<file path="config.mk">
export PLATFORM = sky130hd
export DESIGN_NAME = timestamp_reorder_buffer_unit
export DESIGN_NICKNAME = d
export VERILOG_FILES = /design/src/trb_pkg.sv /design/src/trb_min_unit.sv /design/src/timestamp_reorder_buffer_unit.sv
export SDC_FILE = /design/constraint.sdc
export NUM_CORES = 2
export LEC_CHECK = 0
export BUFFER_PORTS_ARGS = -buffer_cell sky130_fd_sc_hd__buf_2
export CORE_ASPECT_RATIO = 0.7
export CORE_MARGIN = 5
export CORE_UTILIZATION = 50
export CTS_BUF_LIST = sky130_fd_sc_hd__clkbuf_16
export DETAILED_ROUTE_END_ITERATION = 12
export PLACE_DENSITY_LB_ADDON = 0.3
export SYNTH_ARGS = -nofsm -noshare
export SYNTH_HDL_FRONTEND = slang
export SYNTH_HIERARCHICAL = 1
export SYNTH_SLANG_ARGS = --single-unit
</file>
<file path="constraint.sdc">
create_clock -name clk -period 25.6 [get_ports clk]
set_clock_uncertainty 0.2 [all_clocks]
set_input_delay 6.4 -clock clk [delete_from_list [all_inputs] [get_ports clk]]
set_output_delay 6.4 -clock clk [all_outputs]
set_load 0.01 [all_outputs]
</file>
<file path="src/trb_pkg.sv">
// ----------------------------------------------------------------------------
// trb_pkg: shared types and constants for the timestamp reorder buffer
// Word layouts, command and status codes, register indexes and reset values.
// ----------------------------------------------------------------------------
package trb_pkg;

    localparam int STAMP_W = 64;
    localparam int TAG_W   = 32;
    localparam int CFG_W   = 5;
    localparam int OCC_W   = 5;
    localparam int CFG_IDX_W = 1;

    // command codes
    localparam logic CMD_PUSH = 1'b0;
    localparam logic CMD_POP  = 1'b1;

    // status codes
    localparam logic [1:0] ST_PUSHED  = 2'd0;
    localparam logic [1:0] ST_FULL    = 2'd1;
    localparam logic [1:0] ST_POPPED  = 2'd2;
    localparam logic [1:0] ST_NOT_RDY = 2'd3;

    // register indexes
    localparam logic [CFG_IDX_W-1:0] REG_CAPACITY = 1'd0;
    localparam logic [CFG_IDX_W-1:0] REG_MIN_FILL = 1'd1;

    localparam logic [CFG_W-1:0] CAPACITY_RST = 5'd10;
    localparam logic [CFG_W-1:0] MIN_FILL_RST = 5'd3;

    typedef struct packed {
        logic               command;
        logic [STAMP_W-1:0] stamp_us;
        logic [TAG_W-1:0]   frame_tag;
        logic               drain;
    } req_t;

    typedef struct packed {
        logic [1:0]         status;
        logic [STAMP_W-1:0] out_stamp_us;
        logic [TAG_W-1:0]   out_frame_tag;
        logic [OCC_W-1:0]   occupancy;
    } rsp_t;

    typedef struct packed {
        logic [STAMP_W-1:0] stamp;
        logic [TAG_W-1:0]   tag;
    } entry_t;

    typedef struct packed {
        logic valid;
        logic first;
    } scan_ctl_t;

endpackage

</file>
<file path="src/trb_min_unit.sv">
// ----------------------------------------------------------------------------
// trb_min_unit: running minimum over a stream of entries
// One 64-bit compare per cycle; strict less-than keeps the earliest on ties.
// ----------------------------------------------------------------------------
module trb_min_unit #(
    parameter int IW = 4
) (
    input  logic              clk,
    input  logic              rst_n,
    input  trb_pkg::scan_ctl_t ctl,
    input  trb_pkg::entry_t   entry,
    input  logic [IW-1:0]     idx,
    output trb_pkg::entry_t   best,
    output logic [IW-1:0]     best_idx
);

    trb_pkg::entry_t best_reg;
    logic [IW-1:0]   best_idx_reg;
    logic            take;

    assign take = ctl.valid && (ctl.first || (entry.stamp < best_reg.stamp));

    // payload only, first entry of a scan always loads
    always_ff @(posedge clk)
    begin
        if (take)
        begin
            best_reg     <= entry;
            best_idx_reg <= idx;
        end
    end

    assign best     = best_reg;
    assign best_idx = best_idx_reg;

    a_first_loads: assert property (@(posedge clk) disable iff (!rst_n)
        ctl.valid && ctl.first |=> best_idx_reg == $past(idx))
        else $error("scan start did not load the minimum");

    a_no_raise: assert property (@(posedge clk) disable iff (!rst_n)
        ctl.valid && !ctl.first |=> best_reg.stamp <= $past(best_reg.stamp))
        else $error("running minimum increased");

    a_hold: assert property (@(posedge clk) disable iff (!rst_n)
        !ctl.valid |=> $stable(best_idx_reg))
        else $error("minimum changed without a valid entry");

endmodule

</file>
<file path="src/timestamp_reorder_buffer_unit.sv">
// ----------------------------------------------------------------------------
// timestamp_reorder_buffer_unit: timestamp-ordered frame reorder buffer
// Holds frames in arrival order; pop returns the smallest timestamp.
//
//   channel   ports                       direction  handshake
//   command   start, busy, req            in         start & !busy
//   result    done, rsp                   out        done strobe, one cycle
//   config    cfg_we, cfg_idx, cfg_data   in         cfg_we
//
// Push, refused push and a pop with nothing ready: result in the cycle after
// the command, block stays ready. Pop that releases: busy through the min
// scan (S_SCAN, S_SCAN_END), S_PICK and the gap close (S_SHIFT); the result
// is shown as the block turns idle. The entry memory has a single read port:
// one read per cycle for the min scan, then one per cycle to close the gap.
// Reset clears occupancy and loads the register defaults; no clearing pass.
// The receiver cannot stall; each result is shown for one cycle.
// ----------------------------------------------------------------------------
module timestamp_reorder_buffer_unit #(
    parameter int DEPTH = 16
) (
    input  logic                           clk,
    input  logic                           rst_n,
    input  logic                           start,
    output logic                           busy,
    input  trb_pkg::req_t                  req,
    output logic                           done,
    output trb_pkg::rsp_t                  rsp,
    input  logic                           cfg_we,
    input  logic [trb_pkg::CFG_IDX_W-1:0]  cfg_idx,
    input  logic [trb_pkg::CFG_W-1:0]      cfg_data
);

    localparam int IW    = $clog2(DEPTH);
    localparam int CW    = $clog2(DEPTH + 1);
    localparam int CFG_W = trb_pkg::CFG_W;
    localparam int OCC_W = trb_pkg::OCC_W;
    localparam int WW    = (CW > CFG_W) ? CW : CFG_W;

    localparam logic [2:0] S_IDLE     = 3'd0;
    localparam logic [2:0] S_SCAN     = 3'd1;
    localparam logic [2:0] S_SCAN_END = 3'd2;
    localparam logic [2:0] S_PICK     = 3'd3;
    localparam logic [2:0] S_SHIFT    = 3'd4;

    logic [2:0]       state_reg, state_next;
    logic [CW-1:0]    cnt_reg, cnt_next;
    logic [IW-1:0]    idx_reg, idx_next;
    logic [CW-1:0]    src_reg, src_next;
    logic             scan_vld_reg, scan_vld_next;
    logic [IW-1:0]    scan_idx_reg;
    logic             mv_vld_reg, mv_vld_next;
    logic [IW-1:0]    mv_dst_reg, mv_dst_next;
    logic             done_reg, done_next;
    trb_pkg::rsp_t    rsp_reg, rsp_next;
    logic [CFG_W-1:0] cap_reg, min_reg;

    trb_pkg::entry_t  mem [DEPTH];
    trb_pkg::entry_t  rd_data_reg;
    logic [IW-1:0]    rd_addr;
    logic             mem_we;
    logic [IW-1:0]    mem_waddr;
    trb_pkg::entry_t  mem_wdata;

    logic [WW-1:0]    min_w, cap_w, eff_min, cap_sat, eff_cap, cnt_w, depth_w;
    logic [IW-1:0]    last_idx;
    logic             accept, push_ok, pop_rdy;

    trb_pkg::scan_ctl_t scan_ctl;
    trb_pkg::entry_t    best;
    logic [IW-1:0]      best_idx;

    // effective limits
    always_comb
    begin
        depth_w = WW'(DEPTH);
        min_w   = WW'(min_reg);
        cap_w   = WW'(cap_reg);
        cnt_w   = WW'(cnt_reg);
        if (min_w == '0)
            eff_min = WW'(1);
        else if (min_w > depth_w)
            eff_min = depth_w;
        else
            eff_min = min_w;
        cap_sat = (cap_w > depth_w) ? depth_w : cap_w;
        eff_cap = (cap_sat < eff_min) ? eff_min : cap_sat;
    end

    assign accept   = start && (state_reg == S_IDLE);
    assign push_ok  = (cnt_w < eff_cap) && (cnt_w < depth_w);
    assign pop_rdy  = (cnt_reg != '0) && (req.drain || (cnt_w >= eff_min));
    assign last_idx = IW'(cnt_reg - CW'(1));
    assign busy     = (state_reg != S_IDLE);

    always_comb
    begin
        state_next    = state_reg;
        cnt_next      = cnt_reg;
        idx_next      = idx_reg;
        src_next      = src_reg;
        scan_vld_next = 1'b0;
        mv_vld_next   = 1'b0;
        mv_dst_next   = mv_dst_reg;
        done_next     = 1'b0;
        rsp_next      = rsp_reg;
        rd_addr       = '0;

        unique case (state_reg)
            S_IDLE:
            begin
                if (accept)
                begin
                    done_next              = 1'b1;
                    rsp_next.out_stamp_us  = '0;
                    rsp_next.out_frame_tag = '0;
                    rsp_next.occupancy     = OCC_W'(cnt_reg);
                    if (req.command == trb_pkg::CMD_PUSH)
                    begin
                        if (push_ok)
                        begin
                            cnt_next           = cnt_reg + CW'(1);
                            rsp_next.status    = trb_pkg::ST_PUSHED;
                            rsp_next.occupancy = OCC_W'(cnt_reg + CW'(1));
                        end
                        else
                        begin
                            rsp_next.status = trb_pkg::ST_FULL;
                        end
                    end
                    else if (pop_rdy)
                    begin
                        done_next  = 1'b0;
                        idx_next   = '0;
                        state_next = S_SCAN;
                    end
                    else
                    begin
                        rsp_next.status = trb_pkg::ST_NOT_RDY;
                    end
                end
            end
            S_SCAN:
            begin
                rd_addr       = idx_reg;
                scan_vld_next = 1'b1;
                if (idx_reg == last_idx)
                    state_next = S_SCAN_END;
                else
                    idx_next = idx_reg + IW'(1);
            end
            S_SCAN_END:
            begin
                // last compare lands this cycle
                state_next = S_PICK;
            end
            S_PICK:
            begin
                src_next   = CW'(best_idx) + CW'(1);
                state_next = S_SHIFT;
            end
            S_SHIFT:
            begin
                if (src_reg < cnt_reg)
                begin
                    // read entry above the gap, write it one down next cycle
                    rd_addr     = src_reg[IW-1:0];
                    mv_vld_next = 1'b1;
                    mv_dst_next = IW'(src_reg - CW'(1));
                    src_next    = src_reg + CW'(1);
                end
                else
                begin
                    cnt_next               = cnt_reg - CW'(1);
                    done_next              = 1'b1;
                    rsp_next.status        = trb_pkg::ST_POPPED;
                    rsp_next.out_stamp_us  = best.stamp;
                    rsp_next.out_frame_tag = best.tag;
                    rsp_next.occupancy     = OCC_W'(cnt_reg - CW'(1));
                    state_next             = S_IDLE;
                end
            end
            default:
            begin
                state_next = S_IDLE;
            end
        endcase
    end

    always_ff @(posedge clk or negedge rst_n)
    begin
        if (!rst_n)
        begin
            state_reg    <= S_IDLE;
            cnt_reg      <= '0;
            scan_vld_reg <= 1'b0;
            mv_vld_reg   <= 1'b0;
            done_reg     <= 1'b0;
            cap_reg      <= trb_pkg::CAPACITY_RST;
            min_reg      <= trb_pkg::MIN_FILL_RST;
        end
        else
        begin
            state_reg    <= state_next;
            cnt_reg      <= cnt_next;
            scan_vld_reg <= scan_vld_next;
            mv_vld_reg   <= mv_vld_next;
            done_reg     <= done_next;
            if (cfg_we)
            begin
                unique case (cfg_idx)
                    trb_pkg::REG_CAPACITY: cap_reg <= cfg_data;
                    trb_pkg::REG_MIN_FILL: min_reg <= cfg_data;
                    default:
                    begin
                    end
                endcase
            end
        end
    end

    always_ff @(posedge clk)
    begin
        idx_reg      <= idx_next;
        src_reg      <= src_next;
        scan_idx_reg <= idx_reg;
        mv_dst_reg   <= mv_dst_next;
        rsp_reg      <= rsp_next;
    end

    // entry memory: one write, one registered read per cycle
    assign mem_we    = mv_vld_reg ||
                       (accept && (req.command == trb_pkg::CMD_PUSH) && push_ok);
    assign mem_waddr = mv_vld_reg ? mv_dst_reg : cnt_reg[IW-1:0];
    assign mem_wdata = mv_vld_reg ? rd_data_reg
                                  : trb_pkg::entry_t'{stamp: req.stamp_us,
                                                      tag:   req.frame_tag};

    always_ff @(posedge clk)
    begin
        if (mem_we)
            mem[mem_waddr] <= mem_wdata;
        rd_data_reg <= mem[rd_addr];
    end

    assign scan_ctl.valid = scan_vld_reg;
    assign scan_ctl.first = (scan_idx_reg == '0);

    trb_min_unit #(
        .IW (IW)
    ) u_min (
        .clk      (clk),
        .rst_n    (rst_n),
        .ctl      (scan_ctl),
        .entry    (rd_data_reg),
        .idx      (scan_idx_reg),
        .best     (best),
        .best_idx (best_idx)
    );

    assign done = done_reg;
    assign rsp  = rsp_reg;

    a_cnt_bound: assert property (@(posedge clk) disable iff (!rst_n)
        cnt_reg <= CW'(DEPTH))
        else $error("occupancy above depth");

    a_push_one_cycle: assert property (@(posedge clk) disable iff (!rst_n)
        accept && (req.command == trb_pkg::CMD_PUSH) |=> done)
        else $error("push result missing");

    a_pop_dec: assert property (@(posedge clk) disable iff (!rst_n)
        done && (rsp.status == trb_pkg::ST_POPPED) |->
            CW'(cnt_reg + CW'(1)) == $past(cnt_reg))
        else $error("pop did not drop occupancy by one");

    a_scan_no_write: assert property (@(posedge clk) disable iff (!rst_n)
        (state_reg == S_SCAN) || (state_reg == S_SCAN_END) |-> !mem_we)
        else $error("memory written during scan");

    a_done_idle: assert property (@(posedge clk) disable iff (!rst_n)
        done |-> state_reg == S_IDLE)
        else $error("result shown while busy");

endmodule
</file>
Word-level counts from Yosys, hierarchy flattened

Memory sizes are Yosys's and may differ from the RTL's. A register that Yosys moved wholly into a read port is not among the register bits.
Cells that the tools add are included.

Register bits after elaboration: 241
Word-level logic and storage cells: 115
Memories kept: 1
Bits in writable memories: 1536
Output and inout bits: 105

$lt $le $gt $ge: 8
Reductions and logical operators: 25
Bitwise gates (word level): 2
$add $sub $neg: 6
Muxes and demuxes: 42
Equality and inequality tests: 13

Memory list:

| name | words | width | read ports | clocked after memory_dff | write ports | RTL line                            | text |
|---|---|---|---|---|---|---|---|
| mem  | 16    | 96    | 1          | 1                        | 1           | timestamp_reorder_buffer_unit.sv:57 | `trb_pkg::entry_t mem [DEPTH];` |

Operators by type and width:

| cell                                                             | count |
|---|---|
| 103-bit 2-to-1 mux                                               | 2 |
| 103-bit one-hot mux with 2 select lines                          | 1 |
| 96-bit 2-to-1 mux                                                | 1 |
| 64-bit less-than comparator                                      | 1 |
| 5-bit 2-to-1 mux                                                 | 9 |
| 4-bit 2-to-1 mux                                                 | 6 |
| 5-bit one-hot mux with 2 select lines                            | 2 |
| 4-bit one-hot mux with 2 select lines                            | 2 |
| 5-bit less-than comparator                                       | 3 |
| 3-bit 2-to-1 mux                                                 | 5 |
| 3-bit one-hot mux with 5 select lines                            | 1 |
| 2-bit inequality test (second input constant)                    | 7 |
| 5-bit by 1-bit adder with 5-bit output (second input constant)   | 2 |
| 5-bit > comparator (second input constant)                       | 2 |
| 1-bit 2-to-1 mux                                                 | 10 |
| 5-bit AND reduction                                              | 2 |
| 2-bit AND reduction                                              | 4 |
| 3-bit by 2-bit == test with 1-bit output (second input constant) | 2 |
| 1-bit logical AND                                                | 6 |
| 2-bit nonzero test                                               | 3 |
| 4-bit by 1-bit adder with 5-bit output (second input constant)   | 1 |
| 5-bit >= comparator                                              | 1 |
| 5-bit logical NOT                                                | 1 |
| 5-bit less-than comparator (second input constant)               | 1 |
| other kinds (17)                                                 | 21 |

Longest topological paths before layout

Depth in word-level cells: 11
Gate-level depth with buffers: 16
Depth with buffers taken out: 16

Cells and area by module

The synthesis kept the hierarchy.

Modules (own cells, without submodules):

| module                        | seq. area each (µm²) | times used | cells each | area an instance (µm²) |
|---|---|---|---|---|
| timestamp_reorder_buffer_unit | 52140.0              | 1          | 4131       | 68150.4 |
| trb_min_unit                  | 3002.9               | 1          | 329        | 4591.9 |

Least setup slack after synthesis

Ideal clock, no wire load.

Path kind: reg-to-reg
From: register u_min.best_reg, in the netlist u_min/best[34]
To: register u_min.best_reg, in the netlist u_min/best[0], enable pin
Setup slack: 13.029 ns
Path buffers: 0
Arrival time: 11.541 ns
Library setup time: 0.830 ns
Data required time: 24.570 ns
Stages on the path, launching flop included: 9
Path through: edfxtp_1 inv_1 ha_1 a211o_1 a31oi_1 o221ai_1 a211oi_1 nor3_1 o41ai_1

Word-level cells in the longest chain between the ends: 3

RTL lines:

| what                        | RTL line           | text |
|---|---|---|
| start, declared             | trb_min_unit.sv:17 | `trb_pkg::entry_t best_reg;` |
| start signal, assigned      | trb_min_unit.sv:28 | `best_reg <= entry;` |
| 64-bit less-than comparator | trb_min_unit.sv:21 | `assign take = ctl.valid && (ctl.first \|\| (entry.stamp < best_reg.stamp));` |
| 1-bit logical OR            | trb_min_unit.sv:21 |  |
| 1-bit logical AND           | trb_min_unit.sv:21 |  |
| via u_min.take              | trb_min_unit.sv:19 | `logic take;` |

The timed path passes the listed nets, and every way through them passes these cells.
A chain may end at the register's enable or synchronous reset.

Worst setup path in the final report

From: input req[97] (netlist name)
To: memory mem[13][45] (netlist name), enable pin

Word-level cells in the longest chain between the ends: 6

RTL lines:

| what                                   | RTL line                             | text |
|---|---|---|
| start, declared                        | timestamp_reorder_buffer_unit.sv:25  | `input trb_pkg::req_t req,` |
| 1-bit inverter                         | timestamp_reorder_buffer_unit.sv:232 | `(accept && (req.command == trb_pkg::CMD_PUSH) && push_ok);` |
| 1-bit logical AND (2 in a row)         | timestamp_reorder_buffer_unit.sv:232 |  |
| 1-bit logical OR                       | timestamp_reorder_buffer_unit.sv:231 | `assign mem_we = mv_vld_reg \|\|` |
| 1-bit 2-to-1 mux                       | timestamp_reorder_buffer_unit.sv:240 | `if (mem_we)` |
| 1-bit 2-to-1 mux (implied by the code) | timestamp_reorder_buffer_unit.sv:241 | `mem[mem_waddr] <= mem_wdata;` |
| end, declared                          | timestamp_reorder_buffer_unit.sv:57  |  |

Every way passes these cells.

==> impl_metrics.py <==
metrics = {
    "outcome": {
        "status": "completed",
    },
    "critical_path": {
        "reg2reg_to": "mem[13][45]$_DFFE_PP_",
        "critPathKind": "primary input to flip-flop",
        "cp-start-kind": "primary input",
        "reg2reg_depth": 17,
        "cp_top_family": "simple AND/OR/NAND/NOR gates",
        "cpMostUsedCell": "buf_4",
        "r2r_start": "min_reg[4]$_DFFE_PN0P_",
        "r2r_slack_ps": 17880,
        "worstPathCellList": "buf_2, a2111oi_0, o31ai_1, nor4bb_1, a31oi_1, nor2_4, buf_4, buf_4",
        "cp-end-kind": "flip-flop",
        "crit_slowest_cell": "nor2_4",
        "crit_required_ps": 25820,
        "worstPathArrival_ps": 11060,
        "path_max_fanout": 38,
        "cp.buffers_inverters": 3,
        "critical_path.max_stage_delay_ps": 970,
    },
    "yosys": {
        "yosys_warnings": 6,
        "ys_async_sr_fraction": 0.0112,
        "synthAdderAreaFrac": 0.0148,
        "avgSynthCellArea_sq_um": 16.3,
        "synthMuxAreaShare": 0.0695,
        "syn-cell-area_sq_mm": 0.0727,
        "synthFlopType": "edfxtp_1",
        "synth_compound_area_frac": 0.0812,
        "ys_types": 71,
        "synth_edf_count": 1752,
        "synth_xor_xnor_area_share": 0.00241,
        "syn_inst": 4460,
        "synth-seq-area-share": 0.758,
        "syn_nets": 4654,
        "synth_top_family_by_area": "compound AO/OA/AOI/OAI gates",
        "synth-seq-cells": 1873,
        "yosys.area_share.simple": 0.0531,
    },
    "route": {
        "wl_per_cell_um": 26.1,
        "wirelength_mm": 174,
        "vias": 40400,
        "first_pass_iters": 6,
        "drtAntennaViolNets": 0,
        "drc": 0,
        "viasPerCell": 6.05,
        "drt_iter0_drc": 4321,
    },
    "global_routing": {
        "grt_pass1_vias": 39300,
        "grt-ovfl-total": 0,
        "grt_max_degree": 173,
        "antenna_found_initial": 12,
        "grt_pass1_wl_mm": 258,
        "track_usage": 0.224,
    },
    "clock_tree": {
        "cts_root_buf": "clkbuf_16",
        "path_clk_slew_ps": 60,
        "ctsResizeCount": 0,
        "cts_tree": "built",
        "cts_buffers": 171,
        "h-tree-depth": 4,
        "cts_hold_buffers": 0,
        "clockBufferDepth": 3,
        "cts_sinks": 1873,
        "clkLatencyLatePin_ps": 800,
        "post_cts_buffers": 0,
    },
    "sta": {
        "hold_viol_final": 0,
        "fmax_ghz": 0.0922,
        "fin_crit_ps": 10850,
        "worstMarginPinSlew_ps": 1210,
        "rsz0062_at_grt": "no",
        "period_share": 0.424,
        "timing.final.max_slew_violations": 0,
        "fin_tns_setup_ps": 0,
        "final-setup-viol-count": 0,
        "maxSlewHeadroom": 0.195,
    },
    "finish": {
        "nets": 4825,
        "layout_commonest_cell": "edfxtp_1",
        "largest_reg_flops": 1536,
        "final_cell_mix": "edfxtp_1, mux2i_1, nand2_1, a21oi_1, buf_2",
        "area_growth_pct": 11.6,
        "fill_cells": 11100,
        "drive_gt1_frac": 0.142,
    },
    "floorplan": {
        "io-pin-count": 213,
        "rows": 117,
        "core_sq_mm": 0.145,
        "die-width_um": 466,
        "initial_utilization": 0.502,
        "die_h_um": 329,
        "die_area_sq_mm": 0.153,
    },
    "hold_path": {
        "min_from": "rd_data_reg[20]$_DFF_P_",
        "holdPathStages": 0,
        "whs_endpoint": "u_min/best[20]$_DFFE_PP_",
        "hold_class": "flip-flop to flip-flop",
    },
    "pwr": {
        "total_power_mw": 8.89,
        "ir_drop_mv": 0.0995,
        "powerDensity_mw_per_mm2": 110,
        "p_leak_nw": 29.0,
    },
    "flow_run": {
        "cap_violations": 0,
    },
    "placement": {
        "hpwl_mm": 93.7,
        "gp_congestion": 0.776,
        "numPortBuffers": 212,
    },
}
[layout make-up]
type	count	area, sq um	area share
multi-input combinational	2221	16300	0.201
antenna	3	7.51	0.0000925
tap	1904	2380	0.0293
sequential	1873	55100	0.679
clock buffer	175	4380	0.0539
clock inverter	144	1030	0.0126
timing repair buffer	283	1620	0.0199
inverter	81	307	0.00378
[Yosys cell counts (7+ instances only)]
master | n | area, sq um
and3_1 | 101 | 632
nand3_1 | 12 | 60.1
dfxtp_1 | 100 | 2000
dfrtp_1 | 17 | 425
a21o_1 | 7 | 52.6
inv_1 | 80 | 300
mux2i_1 | 386 | 3860
a211oi_1 | 200 | 1500
buf_4 | 14 | 105
edfxtp_1 | 1752 | 52600
and2_1 | 103 | 644
o22ai_1 | 96 | 601
buf_1 | 22 | 82.6
nor3_1 | 8 | 40.0
a221oi_1 | 194 | 1700
or4_1 | 96 | 721
o21ai_0 | 18 | 90.1
buf_6 | 7 | 78.8
nand4_1 | 10 | 62.6
mux2_2 | 106 | 1190
a21oi_1 | 320 | 1600
ha_1 | 86 | 1080
nand2_1 | 339 | 1270
clkbuf_1 | 207 | 777
buf_2 | 35 | 175
xnor2_1 | 13 | 114
nor2_1 | 43 | 161
xor2_1 | 7 | 61.3
[worst reg2reg max path, stage by stage, from the launching register on]
cell and delay, ps:
dfrtp_1 380, inv_1 190, nand2_1 140, ha_1 350, a21o_1 170, a21oi_1 240, o21ai_1 250, o21a_1 240
ha_1 290, a21o_1 160, a21o_1 170, a2111oi_0 440, o31ai_1 310, nor4bb_1 850, a31oi_1 500, nor2_4 970
buf_4 760, buf_4 680
[layer usage]
metal	wire, um	share of wire	GRT usage
met3	15000	0.086	0.0440
met4	4260	0.024	0.0641
met5	27	0.00015	0
met1	75200	0.43	0.331
met2	79800	0.46	0.343
[worst max-delay path by stage]
stage | slack [ps] | end | startpoint | cells after the start
floorplan | 13030 | u_min/best[0]$_DFFE_PP_ | u_min/best[34]$_DFFE_PP_ | 8
global placement | 14020 | mem[13][46]$_DFFE_PP_ | req[97] | 8
detailed placement | 13950 | mem[13][45]$_DFFE_PP_ | req[97] | 8
CTS | 14780 | mem[13][45]$_DFFE_PP_ | req[97] | 8
global route | 14490 | mem[13][46]$_DFFE_PP_ | req[97] | 8
finish | 14750 | mem[13][45]$_DFFE_PP_ | req[97] | 8
[power breakdown]
part | switching, mW | internal (mW)
Sequential | 0.204 | 3.79
Clock | 1.11 | 1.35
Combinational | 1.64 | 0.796
[stage by stage]
step,utilization,cell area [sq um],worst slack (ps),hold WS [ps],std cells
6_report,0.560,81200,14750,229,6684
5_1_grt,0.560,81200,14490,239,6683
4_1_cts,0.560,81200,14780,225,6681
3_5_place_dp,0.523,75800,13950,213,6362
3_3_place_gp,0.523,75800,14020,211,6362
2_1_floorplan,-,72700,13030,146,4460
[cells by family (layout without fill, tap and decap cells)]
| logic type | Yosys count | in the layout |
|---|---|---|
| buffers and inverters | 366 | 683 |
| multiplexers | 492 | 492 |
| flip-flops | 1873 | 1873 |
| XOR/XNOR | 20 | 20 |
| adder cells (fa/ha/maj) | 86 | 86 |
| AND/OR/NAND/NOR | 746 | 746 |
| AO/OA/AOI/OAI | 877 | 877 |
| other | 0 | 3 |
Note: power is estimated with default switching activity, not from simulation.
